## src/sv/ldm_pkg.sv

```systemverilog
`timescale 1ns / 1ps

package ldm_pkg;

    // Default table geometry.
    localparam int NODES_DEF       = 64;
    localparam int VALUE_WIDTH_DEF = 32;

    // Operation codes carried on s_tuser.
    typedef enum logic [2:0] {
        FN_INS_HEAD = 3'd0,
        FN_INS_TAIL = 3'd1,
        FN_RM_HEAD  = 3'd2,
        FN_RM_TAIL  = 3'd3,
        FN_UNLINK   = 3'd4
    } func_t;

    // Result status carried on m_tuser.
    typedef enum logic [1:0] {
        STAT_OK    = 2'd0,
        STAT_EMPTY = 2'd1,
        STAT_FULL  = 2'd2,
        STAT_BAD   = 2'd3
    } status_t;

    // Operation sequencer.
    typedef enum logic [0:0] {
        SEQ_IDLE = 1'b0,
        SEQ_EXEC = 1'b1
    } seq_state_t;

endpackage

```

## src/sv/linked_deque_manager.sv

```systemverilog
`timescale 1ns / 1ps

// Channel  | Dir | Fields (lowest bit first)                     | Beat
// ---------+-----+-----------------------------------------------+-----------------
// s_*      | in  | tdata: item_value, node_handle; tuser: func   | one operation
// m_*      | out | tdata: out_value, out_handle, count;          | one result
//          |     | tuser: status                                 |
//
// Each beat has an accept cycle and an execute cycle: the accept cycle reads the touched
// node entry from the value and link memories (synchronous read), and the execute cycle
// rewrites the links and loads the result register. A new beat is accepted while the
// previous result still waits; the execute cycle stalls only while that result is not taken.
// Reset (aresetn low, synchronous) empties the deque and marks every node free; the node
// tables need no clearing because a node entry is used only once an insert has written it.

module linked_deque_manager #(
    parameter int NODES       = ldm_pkg::NODES_DEF,
    parameter int VALUE_WIDTH = ldm_pkg::VALUE_WIDTH_DEF,
    localparam int HW   = $clog2(NODES),
    localparam int CW   = $clog2(NODES + 1),
    localparam int S_DW = ((VALUE_WIDTH + HW + 7) / 8) * 8,
    localparam int M_DW = ((VALUE_WIDTH + HW + CW + 7) / 8) * 8
) (
    input  logic            aclk,
    input  logic            aresetn,

    input  logic            s_tvalid,
    output logic            s_tready,
    input  logic [S_DW-1:0] s_tdata,   // item_value, node_handle, zero pad
    input  logic [2:0]      s_tuser,   // func

    output logic            m_tvalid,
    input  logic            m_tready,
    output logic [M_DW-1:0] m_tdata,   // out_value, out_handle, count, zero pad
    output logic [1:0]      m_tuser    // status
);

    import ldm_pkg::*;

    // Node tables: one entry per node, read and written by the sequencer.
    logic [VALUE_WIDTH-1:0] value_mem [NODES];
    logic [HW-1:0]          next_mem  [NODES];
    logic [HW-1:0]          prev_mem  [NODES];

    logic [VALUE_WIDTH-1:0] rd_value_reg;
    logic [HW-1:0]          rd_next_reg;
    logic [HW-1:0]          rd_prev_reg;
    logic                   rd_en;
    logic [HW-1:0]          rd_addr;

    logic                   val_we;
    logic [HW-1:0]          val_wa;
    logic [VALUE_WIDTH-1:0] val_wd;
    logic                   nxt_we;
    logic [HW-1:0]          nxt_wa;
    logic [HW-1:0]          nxt_wd;
    logic                   prv_we;
    logic [HW-1:0]          prv_wa;
    logic [HW-1:0]          prv_wd;

    // Control state.
    seq_state_t       state_reg, state_next;
    logic [HW-1:0]    head_reg, head_next;
    logic [HW-1:0]    tail_reg, tail_next;
    logic [CW-1:0]    occ_reg, occ_next;
    logic [NODES-1:0] free_map_reg, free_map_next;
    logic             m_valid_reg, m_valid_next;

    // Operation captured at accept.
    logic [2:0]             op_reg;
    logic [VALUE_WIDTH-1:0] in_value_reg;
    logic [HW-1:0]          in_handle_reg;

    // Result register.
    logic [VALUE_WIDTH-1:0] out_value_reg, out_value_next;
    logic [HW-1:0]          out_handle_reg, out_handle_next;
    logic [1:0]             status_reg, status_next;
    logic [CW-1:0]          count_reg, count_next;

    logic                   accept;
    logic [VALUE_WIDTH-1:0] s_item_value;
    logic [HW-1:0]          s_node_handle;

    // Lowest free node: isolate the lowest set bit, then encode it.
    logic [NODES-1:0] free_onehot;
    logic [HW-1:0]    free_idx;

    // Execute-cycle helpers.
    logic rm_req;
    logic rm_head;
    logic in_range;

    assign s_item_value  = s_tdata[VALUE_WIDTH-1:0];
    assign s_node_handle = s_tdata[VALUE_WIDTH+HW-1:VALUE_WIDTH];

    assign s_tready = (state_reg == SEQ_IDLE);
    assign accept   = s_tvalid && s_tready;

    assign m_tvalid = m_valid_reg;
    assign m_tdata  = M_DW'({count_reg, out_handle_reg, out_value_reg});
    assign m_tuser  = status_reg;

    assign free_onehot = free_map_reg & (~free_map_reg + NODES'(1));

    always_comb begin
        for (int b = 0; b < HW; b++) begin
            free_idx[b] = 1'b0;
            for (int i = 0; i < NODES; i++) begin
                if (i[b]) begin
                    free_idx[b] = free_idx[b] | free_onehot[i];
                end
            end
        end
    end

    assign in_range = (CW'(in_handle_reg) < CW'(NODES));

    // Read address: the end node for an end removal, else the given handle.
    // An unlink of the head or tail node reads the same entry as the end
    // removal it turns into.
    always_comb begin
        unique case (s_tuser)
            FN_RM_HEAD: rd_addr = head_reg;
            FN_RM_TAIL: rd_addr = tail_reg;
            default:    rd_addr = s_node_handle;
        endcase
    end

    always_ff @(posedge aclk) begin
        if (val_we) begin
            value_mem[val_wa] <= val_wd;
        end
        if (nxt_we) begin
            next_mem[nxt_wa] <= nxt_wd;
        end
        if (prv_we) begin
            prev_mem[prv_wa] <= prv_wd;
        end
        if (rd_en) begin
            rd_value_reg <= value_mem[rd_addr];
            rd_next_reg  <= next_mem[rd_addr];
            rd_prev_reg  <= prev_mem[rd_addr];
        end
    end

    always_ff @(posedge aclk) begin
        if (accept) begin
            op_reg        <= s_tuser;
            in_value_reg  <= s_item_value;
            in_handle_reg <= s_node_handle;
        end
        out_value_reg  <= out_value_next;
        out_handle_reg <= out_handle_next;
        status_reg     <= status_next;
        count_reg      <= count_next;
    end

    always_ff @(posedge aclk) begin
        if (!aresetn) begin
            state_reg    <= SEQ_IDLE;
            head_reg     <= '0;
            tail_reg     <= '0;
            occ_reg      <= '0;
            free_map_reg <= '1;
            m_valid_reg  <= 1'b0;
        end else begin
            state_reg    <= state_next;
            head_reg     <= head_next;
            tail_reg     <= tail_next;
            occ_reg      <= occ_next;
            free_map_reg <= free_map_next;
            m_valid_reg  <= m_valid_next;
        end
    end

    // The self-links at the ends of the list are never read (the head's
    // prev link and the tail's next link), so each operation writes at most
    // one entry of each link table.
    always_comb begin
        state_next      = state_reg;
        head_next       = head_reg;
        tail_next       = tail_reg;
        occ_next        = occ_reg;
        free_map_next   = free_map_reg;
        m_valid_next    = m_valid_reg && !m_tready;
        out_value_next  = out_value_reg;
        out_handle_next = out_handle_reg;
        status_next     = status_reg;
        count_next      = count_reg;
        rd_en           = 1'b0;
        val_we          = 1'b0;
        val_wa          = free_idx;
        val_wd          = in_value_reg;
        nxt_we          = 1'b0;
        nxt_wa          = free_idx;
        nxt_wd          = head_reg;
        prv_we          = 1'b0;
        prv_wa          = head_reg;
        prv_wd          = free_idx;
        rm_req          = 1'b0;
        rm_head         = 1'b0;

        unique case (state_reg)
            SEQ_IDLE: begin
                if (accept) begin
                    rd_en      = 1'b1;
                    state_next = SEQ_EXEC;
                end
            end
            SEQ_EXEC: begin
                if (!m_valid_reg || m_tready) begin
                    state_next      = SEQ_IDLE;
                    m_valid_next    = 1'b1;
                    out_value_next  = '0;
                    out_handle_next = '0;
                    status_next     = STAT_BAD;

                    unique case (op_reg)
                        FN_INS_HEAD, FN_INS_TAIL: begin
                            if (occ_reg == CW'(NODES)) begin
                                status_next = STAT_FULL;
                            end else begin
                                status_next             = STAT_OK;
                                out_handle_next         = free_idx;
                                val_we                  = 1'b1;
                                free_map_next[free_idx] = 1'b0;
                                occ_next                = occ_reg + CW'(1);
                                if (occ_reg == '0) begin
                                    head_next = free_idx;
                                    tail_next = free_idx;
                                end else if (op_reg == FN_INS_HEAD) begin
                                    nxt_we    = 1'b1;
                                    nxt_wa    = free_idx;
                                    nxt_wd    = head_reg;
                                    prv_we    = 1'b1;
                                    prv_wa    = head_reg;
                                    prv_wd    = free_idx;
                                    head_next = free_idx;
                                end else begin
                                    prv_we    = 1'b1;
                                    prv_wa    = free_idx;
                                    prv_wd    = tail_reg;
                                    nxt_we    = 1'b1;
                                    nxt_wa    = tail_reg;
                                    nxt_wd    = free_idx;
                                    tail_next = free_idx;
                                end
                            end
                        end
                        FN_RM_HEAD: begin
                            rm_req  = 1'b1;
                            rm_head = 1'b1;
                        end
                        FN_RM_TAIL: begin
                            rm_req  = 1'b1;
                            rm_head = 1'b0;
                        end
                        FN_UNLINK: begin
                            if (!in_range || occ_reg == '0 || free_map_reg[in_handle_reg]) begin
                                status_next = STAT_BAD;
                            end else if (in_handle_reg == head_reg) begin
                                rm_req  = 1'b1;
                                rm_head = 1'b1;
                            end else if (in_handle_reg == tail_reg) begin
                                rm_req  = 1'b1;
                                rm_head = 1'b0;
                            end else begin
                                // Middle node: bridge its neighbors.
                                status_next                  = STAT_OK;
                                out_value_next               = rd_value_reg;
                                out_handle_next              = in_handle_reg;
                                free_map_next[in_handle_reg] = 1'b1;
                                occ_next                     = occ_reg - CW'(1);
                                nxt_we                       = 1'b1;
                                nxt_wa                       = rd_prev_reg;
                                nxt_wd                       = rd_next_reg;
                                prv_we                       = 1'b1;
                                prv_wa                       = rd_next_reg;
                                prv_wd                       = rd_prev_reg;
                            end
                        end
                        default: begin
                            status_next = STAT_BAD;
                        end
                    endcase

                    if (rm_req) begin
                        if (occ_reg == '0) begin
                            status_next = STAT_EMPTY;
                        end else begin
                            status_next     = STAT_OK;
                            out_value_next  = rd_value_reg;
                            out_handle_next = rm_head ? head_reg : tail_reg;
                            occ_next        = occ_reg - CW'(1);
                            free_map_next[rm_head ? head_reg : tail_reg] = 1'b1;
                            if (occ_reg == CW'(1)) begin
                                head_next = '0;
                                tail_next = '0;
                            end else if (rm_head) begin
                                head_next = rd_next_reg;
                            end else begin
                                tail_next = rd_prev_reg;
                            end
                        end
                    end

                    count_next = occ_next;
                end
            end
        endcase
    end

endmodule

```

## config.mk

```make
export PLATFORM = sky130hd
export DESIGN_NAME = linked_deque_manager
export DESIGN_NICKNAME = d
export VERILOG_FILES = /design/src/sv/ldm_pkg.sv /design/src/sv/linked_deque_manager.sv
export SDC_FILE = /design/constraint.sdc
export NUM_CORES = 2
export LEC_CHECK = 0
export BUFFER_PORTS_ARGS = -buffer_cell sky130_fd_sc_hd__buf_4
export CORE_ASPECT_RATIO = 1.75
export CORE_MARGIN = 5
export CORE_UTILIZATION = 63
export CTS_CLUSTER_DIAMETER = 60
export DETAILED_ROUTE_END_ITERATION = 7
export GPL_TIMING_DRIVEN = 0
export PLACE_DENSITY = 0.79
export SLEW_MARGIN = 20
export SYNTH_ARGS = -nofsm -noshare
export SYNTH_HDL_FRONTEND = slang
export SYNTH_SLANG_ARGS = --single-unit
```

## constraint.sdc

```tcl
create_clock -name aclk -period 7.6 [get_ports aclk]
set_input_delay 0.76 -clock aclk [delete_from_list [all_inputs] [get_ports aclk]]
set_output_delay 0.76 -clock aclk [all_outputs]
set_load 0.01 [all_outputs]
```

### Word-level counts from Yosys, hierarchy flattened

Memory sizes are Yosys's and may differ from the RTL's. A register that Yosys moved wholly into a read port is not among the register bits.
Index checks and enable logic that the tools add are counted.

| storage, ports and cells | value |
|---|---|
| bits in writable memories | 2816 |
| memories kept | 3 |
| bits in registers | 173 |
| bits in latches | 0 |
| input bits | 47 |
| bits in read-only memories | 0 |
| word-level logic and storage cells | 355 |
| output and inout port bits | 52 |

Memories:

| name | words | width | rd ports | clocked after memory_dff | write ports | RTL line | RTL |
|---|---|---|---|---|---|---|---|
| value_mem | 64 | 32 | 1 | 1 | 1 | linked_deque_manager.sv:41 | `logic [VALUE_WIDTH-1:0] value_mem [NODES];` |
| next_mem | 64 | 6 | 1 | 1 | 1 | linked_deque_manager.sv:42 | `logic [HW-1:0] next_mem [NODES];` |
| prev_mem | 64 | 6 | 1 | 1 | 1 | linked_deque_manager.sv:43 | `logic [HW-1:0] prev_mem [NODES];` |

| cells by class | value |
|---|---|
| $add $sub $neg | 3 |
| muxes and demuxes | 113 |
| eq/ne operators | 10 |
| reductions and logical operators | 14 |
| $mul | 0 |
| bitwise gates (word level) | 193 |
| shift-type cells | 0 |
| order comparisons | 6 |
| div/mod/pow operators | 0 |

Operators by type and width:

| cell | number |
|---|---|
| 2-to-1 mux 64 bit | 8 |
| 2-to-1 mux 6 bit | 39 |
| 2-to-1 mux 32 bit | 6 |
| OR 1 bit | 186 |
| AND 64 bit | 2 |
| NOT 64 bit | 2 |
| OR 64 bit | 2 |
| one-hot mux 64 bit (2 select lines) | 1 |
| adder 64 x 1 -> 64 bit (second input constant) | 1 |
| one-hot mux 6 bit (2 select lines) | 4 |
| 2-to-1 mux 7 bit | 6 |
| 2-to-1 mux 1 bit | 34 |
| < comparator 6 x 7 -> 1 bit (second input constant) | 3 |
| demux 1 bit (select 6 bit) | 3 |
| >= comparator 6 x 1 -> 1 bit (second input constant) | 3 |
| one-hot mux 7 bit (2 select lines) | 1 |
| equality test 3 x 2 -> 1 bit (second input constant) | 4 |
| equality test 6 bit | 2 |
| 2-to-1 mux 2 bit | 5 |
| one-hot mux 1 bit (2 select lines) | 4 |
| adder 7 x 1 -> 7 bit (second input constant) | 1 |
| equality test 7 x 1 -> 1 bit (second input constant) | 1 |
| equality test 7 bit (second input constant) | 1 |
| zero test 7 bit | 1 |
| 12 further kinds | 19 |

### Depth between registers and ports, before layout

| logic depth | value |
|---|---|
| word-level depth | 47 |
| mapped depth | 16 |
| gate-level depth less buffers | 12 |

### Least setup slack after synthesis

No wires, ideal clock.

| timing path | value |
|---|---|
| path type | flip-flop to flip-flop |
| start point | reg op_reg[1] |
| end point | mem value_mem[2][0] (netlist name) (enable) |
| library setup time | 0.513 ns |
| period minus slack after synthesis | 5.664 ns |
| stages on the path, launching flop included | 8 |
| arrival | 5.151 ns |
| setup slack | 1.936 ns |
| path buffers | 3 |
| required time | 7.087 ns |
| cells stage by stage | edfxtp_1 -> or2_2 -> clkbuf_1 -> clkbuf_1 -> a21oi_1 -> clkbuf_1 -> nand2_1 -> nor4b_1 |

| on the way | value |
|---|---|
| longest elaborated chain between the ends | 7 |
| elaborated cells between the ends (all ways) | 8 |
| those cells by class | eq/ne: 1; mux: 5; reduce/logical: 2 |

Ends and longest elaborated chain:

| element | RTL line | RTL |
|---|---|---|
| start, declared | linked_deque_manager.sv:70 | `logic [2:0] op_reg;` |
| start signal, assigned | linked_deque_manager.sv:148 | `op_reg <= s_tuser;` |
| equality test 3 x 1 -> 1 bit or zero test 3 bit (tied branches) | linked_deque_manager.sv:218 | `unique case (op_reg)` |
| OR reduction 2 bit (*) | linked_deque_manager.sv:218 |  |
| 2-to-1 mux 1 bit (*) | linked_deque_manager.sv:218 |  |
| 2-to-1 mux 1 bit (*) | linked_deque_manager.sv:211 | `if (!m_valid_reg \|\| m_tready) begin` |
| 2-to-1 mux 1 bit (*) | linked_deque_manager.sv:203 | `unique case (state_reg)` |
| 2-to-1 mux 1 bit (*) | linked_deque_manager.sv:130 | `if (val_we) begin` |
| 2-to-1 mux 1 bit (implied by the code) (*) | linked_deque_manager.sv:131 | `value_mem[val_wa] <= val_wd;` |
| end, declared | linked_deque_manager.sv:41 |  |

Mark *: on every way between the ends. The rest lies on a longest branch, timed or not.

### Worst setup path after layout

| timing path | value |
|---|---|
| start point | reg head_reg[1] |
| end point | reg rd_next_reg[0], read port of next_mem (data pin) |

| on the way | value |
|---|---|
| longest elaborated chain between the ends | 1 |

Ends and longest elaborated chain:

| element | RTL line | RTL |
|---|---|---|
| start, declared | linked_deque_manager.sv:63 | `logic [HW-1:0] head_reg, head_next;` |
| start signal, assigned | linked_deque_manager.sv:168 | `head_reg <= head_next;` |
| one-hot mux 6 bit (2 select lines) | linked_deque_manager.sv:122 | `unique case (s_tuser)` |
| end, declared | linked_deque_manager.sv:46 | `logic [HW-1:0] rd_next_reg;` |

Every way passes these cells.
A chain may end at the register's enable or synchronous reset.

==> impl_metrics.json <==
{
  "clkLatencyLatePin_ns": 0.90,
  "drtIter0Drc": 12607,
  "max_cap_viol_count": 0,
  "avgSynthCellArea_um2": 19.27,
  "clock_skew_ns": 0.06786,
  "timing.final.crit_period_ns": 7.129,
  "gp_congestion": 0.9888,
  "vias_per_cell": 7.628,
  "dieArea_um2": 202300,
  "power_frac_seq_pct": 52.7,
  "top_regs": "value_mem: 2048 flops, next_mem: 384 flops, prev_mem: 384 flops",
  "clockBufferDepth": 4,
  "grt_pass1_wl_um": 601800,
  "cts_tree": "built",
  "syn2layout_area_growth_pct": 14.67,
  "cts_buffers": 268,
  "whs_ns": 0.03472,
  "p_int_mw": 26.86,
  "row_count": 213,
  "hold_path_class": "in2reg",
  "fillers": 10569,
  "criticalPathCategory": "reg2reg",
  "synth.area.top_cells": "edfxtp_1 (73%), mux4_2 (13%), mux2i_1 (2.0%)",
  "rsz0062_at_grt": "no",
  "synth_top_area_share_pct": 72.77,
  "cp_max_fo": 10,
  "power.switching_mw": 8.199,
  "hpwl_um": 307200,
  "antenna_left": 0,
  "largest_register_ff_count": 2048,
  "p_per_area_nw_per_um2": 251.3,
  "status": "completed",
  "htreeDepth": 5,
  "synth_top_cells_by_count": "edfxtp_1 (2,948), mux4_2 (706), a211oi_1 (302)",
  "vias": 74438,
  "worstSetupEndpointType": "register",
  "grt_max_degree": 73,
  "core_um2": 192200,
  "synth_most_common_cell": "edfxtp_1",
  "ys.warnings.count": 0,
  "clk_pin_slew_worst_paths_ns": 0.07,
  "firstDrtPassIters": 8,
  "arrival_ns": 7.65,
  "fin_nets": 6998,
  "async_reset_ff_share_pct": 0,
  "start_util_pct": 63.31,
  "cp-start-kind": "register",
  "synth_edf_count": 2948,
  "switching_share_pct": 23.39,
  "drive_gt1_share_pct": 24.64,
  "fmax_mhz": 140.3,
  "cts_setup_buffers": 0,
  "finalMaxSlewViolations": 0,
  "ys_seq_elements": 3033,
  "syn_inst": 6312,
  "yosys.area.top_type": "edfxtp_1",
  "max-vdd-ir-drop_v": 0.0002709,
  "die_y_um": 591.3,
  "clock_sinks": 3033,
  "clockRootBuffer": "clkbuf_16",
  "final-setup-viol-count": 0,
  "p_leak_nw": 44.57,
  "synth_cell_types": 98,
  "synth_flop_cell": "edfxtp_1",
  "grt_antenna_before_repair": 33,
  "wl_per_cell_um": 45.41,
  "io_pins": 99,
  "tightest_slew_ns": 1.405,
  "grtUsageTotal_pct": 44.18,
  "ys_seq_area_share_pct": 74.17,
  "post-route-util_pct": 72.60,
  "drc": 0,
  "cts-resized-gates": 0,
  "ctsHoldBuffers": 0,
  "required_ns": 8.13,
  "pwr-share-clk_pct": 39.1,
  "grt_pass1_vias": 73983,
  "power_frac_comb_pct": 8.2,
  "max_slew_margin_pct": 5.768,
  "fin_crit_sh_pct": 93.80,
  "final_hold_viol_count": 0,
  "synthesis.area_um2": 121700,
  "gr-total-overflow": 0,
  "die_w_um": 342.2,
  "largest_register": "value_mem",
  "routed_wl_um": 443200,
  "port_buffers": 92
}
## kinds of logic (layout without fill, tap and decap cells)
kind of cell	count (synthesis)	count (layout)	share of synthesized area (%)
other	1	35	0.003083
buffers and inverters	436	1269	1.463
flip-flops	3033	3033	74.17
adder cells (fa/ha/maj)	3	3	0.03086
AO/OA/AOI/OAI	934	934	5.026
AND/OR/NAND/NOR	940	940	4.122
XOR/XNOR	16	16	0.1152
multiplexers	949	949	15.07
## routing by layer
metal	vias up	share of wire [%]	global-route usage (%)
li1	27398	-	-
met1	36838	27	46.70
met2	7765	47	69.76
met3	2431	12	12.73
met4	6	13	43.83
met5	-	0.0086	0
## stage by stage
step / std cells / setup WS (ns) / TNS [ns] / cell area, um^2 / total power, mW
after floorplan: 6314 / 1.936 / 0 / 121700 / 20.19
after global placement: 8986 / -4.538 / -2849.11 / 125600 / 21.34
after detailed placement: 9255 / 0.2965 / 0 / 130800 / 21.52
after CTS: 9724 / 0.9773 / 0 / 139300 / 34.82
after global routing: 9729 / 0.8569 / 0 / 139400 / 35.76
final: 9759 / 0.4713 / 0 / 139500 / 35.06
## final timing paths
kind	slack, ns	depth (start not counted)	startpoint	to
max	0.47	14	head_reg[1]	rd_next_reg[0]
max reg2reg	0.47	14	head_reg[1]	rd_next_reg[0]
min reg2reg	0.52	0	in_value_reg[19]	value_mem[41][19]
min	0.03	1	s_tdata[28]	in_value_reg[28]
## area by class of cell
type | count | area [um^2] | share of cell area (%)
Clock buffer | 330 | 7077 | 5.073
Multi-Input combinational cell | 2845 | 30330 | 21.74
Antenna cell | 32 | 80.08 | 0.05740
Clock inverter | 139 | 1415 | 1.014
Inverter | 27 | 103.9 | 0.07444
Timing Repair Buffer | 364 | 5223 | 3.744
Buffer | 409 | 1824 | 1.308
Sequential cell | 3033 | 90230 | 64.68
Tap cell | 2580 | 3228 | 2.314
## power by group through the flow
stage | Combinational [mW] | Sequential (mW) | Clock, mW
2_1_floorplan | 1.27 | 18.9 | 0
3_3_place_gp | 2.29 | 19.0 | 0
3_5_place_dp | 2.68 | 18.8 | 0
4_1_cts | 2.72 | 18.5 | 13.6
5_1_grt | 2.87 | 18.5 | 14.4
6_report | 2.88 | 18.5 | 13.7
## cells in the final DEF, fill, tap and decap left out, types with 26 or more instances in the layout
master	synthesis	layout
clkinv_2	0	35
buf_16	0	54
clkbuf_1	259	256
buf_1	89	32
clkbuf_2	0	65
o21ai_0	151	151
nor2_4	1	49
buf_2	49	116
buf_4	4	140
buf_12	0	66
nand3_1	64	63
nand4_1	28	28
mux2i_1	241	241
clkinv_1	0	50
dfxtp_1	85	85
nor2_1	293	243
a211oi_1	302	296
bufinv_16	0	26
buf_8	1	79
nor2b_1	229	228
clkbuf_16	0	274
nand2_1	110	109
diode_2	0	32
mux4_2	706	706
o211ai_1	32	32
a21oi_1	265	262
nor3_1	48	37
edfxtp_1	2948	2948
## critical path: stages, from the launching register on
cell and delay, ns:
dfxtp_1 0.29, clkbuf_1 0.27, mux2i_1 0.68, nor2_1 0.08, a21oi_1 0.44, buf_2 0.55, buf_2 0.65, buf_2 0.34
buf_12 0.22, clkbuf_1 0.86, mux4_2 0.43, mux2i_1 0.73, a211oi_1 0.30, a21oi_1 0.63, mux2i_1 0.28
Power figures use the tool's default switching activity.
